File: config.mk
export PLATFORM = sky130hd
export DESIGN_NAME = okmq_scan
export DESIGN_NICKNAME = d
export VERILOG_FILES = /design/src/sv/okmq_pkg.sv /design/src/sv/okmq_scan.sv
export SDC_FILE = /design/constraint.sdc
export NUM_CORES = 1
export LEC_CHECK = 0
export ABC_AREA = 1
export ABC_CLOCK_PERIOD_IN_PS = 1910
export CORE_MARGIN = 2
export CORE_UTILIZATION = 30
export CTS_CLUSTER_DIAMETER = 200
export DETAILED_ROUTE_END_ITERATION = 8
export DONT_BUFFER_PORTS = 1
export PLACE_DENSITY = 0.5
export REMOVE_ABC_BUFFERS = 1
export SLEW_MARGIN = 5
export SYNTH_ARGS = -nofsm -noshare
export SYNTH_HDL_FRONTEND = slang
export SYNTH_SLANG_ARGS = --single-unit
export TNS_END_PERCENT = 1
File: constraint.sdc
create_clock -name clk -period 1.91 [get_ports clk]
set_input_delay 0.382 -clock clk [delete_from_list [all_inputs] [get_ports clk]]
set_output_delay 0.382 -clock clk [all_outputs]
set_load 0.03 [all_outputs]
File: src/sv/okmq_pkg.sv
// Shared constants, codes and field widths of the owner-keyed mailbox queues.
`default_nettype none

package okmq_pkg;

  // Default sizes of the block.
  localparam int NUM_BOXES_DEF  = 8;
  localparam int DEPTH_DEF      = 64;
  localparam int EVENT_BITS_DEF = 64;

  // Fixed widths of the word fields.
  localparam int ACTION_W = 3;
  localparam int ID_W     = 16;
  localparam int DATA_W   = 64;
  localparam int STATUS_W = 2;

  // Action codes of an input word.
  typedef enum logic [ACTION_W-1:0] {
    ACT_CREATE      = 3'd0,
    ACT_CREATE_ROOT = 3'd1,
    ACT_DESTROY     = 3'd2,
    ACT_PUT         = 3'd3,
    ACT_GET         = 3'd4,
    ACT_GET_ROOT    = 3'd5
  } action_t;

  // Status codes of a result word.
  typedef enum logic [STATUS_W-1:0] {
    ST_DONE     = 2'd0,
    ST_EMPTY    = 2'd1,
    ST_NO_SLOT  = 2'd2
  } status_t;

endpackage

`default_nettype wire

File: src/sv/okmq_scan.sv
// Shared compare unit: looks at one mailbox per cycle and keeps the running match.
`default_nettype none

module okmq_scan #(
  parameter int NUM_BOXES = okmq_pkg::NUM_BOXES_DEF,
  parameter int DEPTH     = okmq_pkg::DEPTH_DEF
) (
  input  wire logic clk,
  input  wire logic rst,
  input  wire logic start,
  input  wire logic step,
  input  wire logic [(NUM_BOXES > 1 ? $clog2(NUM_BOXES) : 1)-1:0] idx,
  input  wire logic [okmq_pkg::ID_W-1:0] key,
  input  wire logic [1 + okmq_pkg::ID_W + (NUM_BOXES > 1 ? $clog2(NUM_BOXES) : 1)
                     + 2 * $clog2(DEPTH) + 1 - 1:0] entry,
  output logic [1 + 3 * (NUM_BOXES > 1 ? $clog2(NUM_BOXES) : 1) + 2 * $clog2(DEPTH) + 1
                + 1 + $clog2(NUM_BOXES + 1) + 1 - 1:0] result
);

  localparam int IB = (NUM_BOXES > 1) ? $clog2(NUM_BOXES) : 1;
  localparam int PB = $clog2(DEPTH);
  localparam int CW = $clog2(NUM_BOXES + 1);

  typedef struct packed {
    logic                     in_use;
    logic [okmq_pkg::ID_W-1:0] owner;
    logic [IB-1:0]            rank;
    logic [PB-1:0]            wr;
    logic [PB-1:0]            rd;
    logic                     full;
  } entry_t;

  typedef struct packed {
    logic          found;
    logic [IB-1:0] idx;
    logic [IB-1:0] rank;
    logic [PB-1:0] wr;
    logic [PB-1:0] rd;
    logic          full;
    logic          free_found;
    logic [IB-1:0] free_idx;
    logic [CW-1:0] live;
  } scan_t;

  entry_t e;
  scan_t  acc;
  logic   hit;
  logic   better;

  assign e      = entry;
  assign result = acc;

  // An owner match wins when nothing matched yet or its rank is lower.
  assign hit    = e.in_use && (e.owner == key);
  assign better = hit && (!acc.found || (e.rank < acc.rank));

  // Running match, first free slot and live count.
  always_ff @(posedge clk) begin
    if (rst || start) begin
      acc.found      <= 1'b0;
      acc.free_found <= 1'b0;
      acc.live       <= '0;
      acc.idx        <= '0;
      acc.rank       <= '0;
      acc.wr         <= '0;
      acc.rd         <= '0;
      acc.full       <= 1'b0;
      acc.free_idx   <= '0;
    end else if (step) begin
      if (better) begin
        acc.found <= 1'b1;
        acc.idx   <= idx;
        acc.rank  <= e.rank;
        acc.wr    <= e.wr;
        acc.rd    <= e.rd;
        acc.full  <= e.full;
      end
      if (!e.in_use && !acc.free_found) begin
        acc.free_found <= 1'b1;
        acc.free_idx   <= idx;
      end
      if (e.in_use) begin
        acc.live <= acc.live + CW'(1);
      end
    end
  end

endmodule

`default_nettype wire

# After elaboration in Yosys (flattened, before gate mapping)
# Cells that the tools add are included.
# word_totals
register_bits	28
# op_classes
reduce_logical	11
addsub	1
eq_ne	1
order_cmp	1
# op_table
cell	n
== test 16 bit	1
AND reduction 2 bit	3
adder 4 x 1 -> 4 bit, second input constant	1
logical AND 1 bit	3
logical NOT 1 bit	3
< comparator 3 bit	1
logical OR 1 bit	2

# Longest topological paths before layout
# logic_depth
word_depth	4
depth_mapped	12
ltp_nobuf	11

# Worst setup path before layout
# No wires, ideal clock.
# synth_path
path_kind	register to register
start	register acc, in the netlist result[23]
end	register acc, in the netlist result[10]
t_required_ps	1798
t_arrival_ps	1670
setup_ps	112
slack_ps	128
n_path_buf	1
synth_period_minus_slack_ps	1782
stages_incl_launch_ff	10
cell_sequence	dfxtp_1 > inv_1 > ha_1 > a21oi_1 > a21oi_1 > nor2_1 > nand3_4 > buf_6 > nor2_2 > nor2_1
# synth_between
elab_chain_len	4
# synth_rtl
element	line	source
start, declared	okmq_scan.sv:46	scan_t acc;
< comparator 3 bit	okmq_scan.sv:55	assign better = hit && (!acc.found || (e.rank < acc.rank));
logical OR 1 bit	okmq_scan.sv:55	
logical AND 1 bit	okmq_scan.sv:55	
AND reduction 2 bit (no line)	--	
# Every way passes these cells.
# A chain may end at the register's enable or synchronous reset.

# Final worst setup path
# layout_path
start	register acc, in the netlist result[23]
end	register acc, in the netlist result[26]
# The elaborated chain is that of the path after synthesis.

==> metrics.txt <==
XOR/XNOR Fraction of Synth Area 0.0104; #FFs+latches synth 28; total global routing overflow 0; final setup skew 0.00553 ns; post-synthesis cell count 284; WHS Endpoint result[9]$_SDFFE_PP0P_; Die W 79.0 um; largest net degree at the start of global routing 21; top-area cell type share of the netlist area 0.333; Hold Crit Class input port to register; DRT iter0 DRCs 58; Hold Path Depth 2; CP max FO 19; NetSw 267 uW; Placer Congestion 0.679; Finish-stage setup viols 0; DR vias 1480; endpoint class of the critical path register; Tcrit/Tclk final 0.898; R2R cell count 8; Max Cap Viol 0; # clock sinks 28; RSZ-0062 raised after global routing false; CP required 2.08 ns; Seq/Total Area, Yosys 0.333; mux cell area share after synthesis 0; Leak Pwr 1.01 nW; antenna violations before repair 0; CP top delay family simple AND/OR/NAND/NOR gates; TritonCTS clock tree built; Yosys Warn Count 0; Synth Area in Adders 0.0223; crit-path cells inv_1 > ha_1 > a21oi_1 > a21oi_1 > nor2_1 > nand3_4 > nor2_1 > nor2_1; Worst Path Buf+Inv 1; Seq pwr share 0.555; Filler cells 634; via-per-instance ratio 4.11; Initial Util 0.308; per-cell routed wire length 10.3 um; Worst EP arrival 1.89 ns; Power Total 1.08 mW; Tmin final 1.72 ns; # IOs 85; cts repair resizes 0; fin nets 348; cell mode on critical path nor2_1; Power Density 591 nW/um^2; DP HPWL 2950 um; footprint of the multi-input gates 868 um^2; clock share of power 0.343; All-Layer GR Usage 0.123; Synth area leader dfxtp_1; row count 27; clock root buffer clkbuf_8; Pins Over Slew Limit 0; slowest cell delay on critical path 0.34 ns; clock buffer depth 2; largest family of logic cells by synthesized area simple AND/OR/NAND/NOR gates; Synth Area in Simple Gates 0.438; Port Buffer Count 0; Final Hold Vio Count 0; first-pass GRT wire length 6160 um; Post-Syn Area 1690 um^2; VDD IR-drop max 0.349 mV; leading post-synthesis cells by cell area dfxtp_1 (33%), nand2_1 (21%), nor2_1 (12%); Skew-Pair Late Insertion Delay 0.28 ns; slowest stage cell on the critical path dfxtp_1; vias in the first global route 1399; 1st-pass router iterations 4; core area 5470 um^2; CTS Buf Count 3; Int Power 813 uW; final WL 3720 um; Compound-Gate Fraction of Synth Area 0.0408; Sequential Area 561 um^2; worst r2r src result[23]$_SDFFE_PP0P_; die height 79.0 um; kind of critical path register to register; H-Tree Depth 1; Logic pwr share 0.102; clk slew on worst S/H paths 0.10 ns; ANT cells 0; critical path startpoint category register; Die ar. 6230 um^2; worst reg2reg endpoint result[26]$_SDFFE_PP0P_; Area Growth Syn to Fin 8.39%; max reg flops 28; switching part of the total 0.247; Synth Area per Inst 5.93 um^2; final setup TNS 0 ns; Post-CTS Hold Buffers 0; f_max 583 MHz; status finished clean; layout cell share with drive strength beyond 1 0.108; Residual DRC 0; postcts setup bufs 0; register-to-register setup slack 0.19 ns; Synth cell types 24; hold_sp entry[1]; Antenna Nets Post-Route 0
worst max-delay path by stage:
stage,cells after the start,startpoint,endpoint,slack [ns]
global route,8,result[23]$_SDFFE_PP0P_,result[20]$_SDFFE_PP0P_,0.03
finish,8,result[23]$_SDFFE_PP0P_,result[26]$_SDFFE_PP0P_,0.19
global placement,7,entry[15],result[26]$_SDFFE_PP0P_,0.18
CTS,8,result[23]$_SDFFE_PP0P_,result[16]$_SDFFE_PP0P_,0.15
detailed placement,7,entry[15],result[20]$_SDFFE_PP0P_,0.14
floorplan,8,result[23]$_SDFFE_PP0P_,result[14]$_SDFFE_PP0P_,0.13
cells by family after synthesis:
family,Yosys count
xor+xnor,2
flops,28
buf+inv,61
compound gates,13
simple gates,176
fa+ha+maj,3
other cells,1
placed cells by master, fill, tap and decap left out, drive strengths merged:
master	synthesis	routed
and3	1	1
nor2	69	69
o21ai	7	7
nand2	96	96
a21oi	6	6
nor3	1	1
nand3	7	7
xnor2	2	2
buf	6	6
ha	3	3
or2	1	1
conb	1	1
dfxtp	28	28
inv	54	54
clkbuf	0	4
nand4	1	1
clkinv	1	1
cells in the mapped netlist, drive strengths merged:
| cell | number |
|---|---|
| clkinv | 1 |
| o21ai | 7 |
| nor3 | 1 |
| nand4 | 1 |
| nor2 | 69 |
| and3 | 1 |
| inv | 54 |
| conb | 1 |
| nand2 | 96 |
| a21oi | 6 |
| xnor2 | 2 |
| ha | 3 |
| dfxtp | 28 |
| nand3 | 7 |
| or2 | 1 |
| buf | 6 |
metal layers:
| layer | wire [um] | vias up | part of all wire | track usage |
|---|---|---|---|---|
| met4 | 44 | 0 | 0.012 | 0.0414 |
| met3 | 313 | 4 | 0.084 | 0.0307 |
| met1 | 1620 | 598 | 0.43 | 0.142 |
| li1 | - | 829 | - | - |
| met2 | 1750 | 49 | 0.47 | 0.221 |
| met5 | 0 | - | 0 | 0 |
final cells by class:
type                       instances  area share
inverter                          55       0.114
multi-input combinational        195       0.475
clock buffer                       4      0.0301
timing repair buffer               6      0.0247
tap                               72      0.0493
sequential                        28       0.307
power by group through the flow:
stage               registers [mW]  clock network (mW)  logic (mW)
floorplan                    0.612                   0      0.0922
global placement             0.614                   0       0.113
detailed placement           0.614                   0       0.113
CTS                          0.600               0.393       0.113
global route                 0.601               0.404       0.133
finish                       0.600               0.370       0.110
through the flow:
step | setup WS (ns) | utilization | area, um^2 | hold slack (ns) | std cells
floorplan | 0.132 | - | 1630 | 0.510 | 278
global placement | 0.175 | 0.324 | 1770 | 0.474 | 356
detailed placement | 0.137 | 0.324 | 1770 | 0.488 | 356
CTS | 0.147 | 0.334 | 1830 | 0.220 | 360
global route | 0.0309 | 0.334 | 1830 | 0.219 | 360
finish | 0.194 | 0.334 | 1830 | 0.227 | 360
Power figures use the tool's default switching activity.
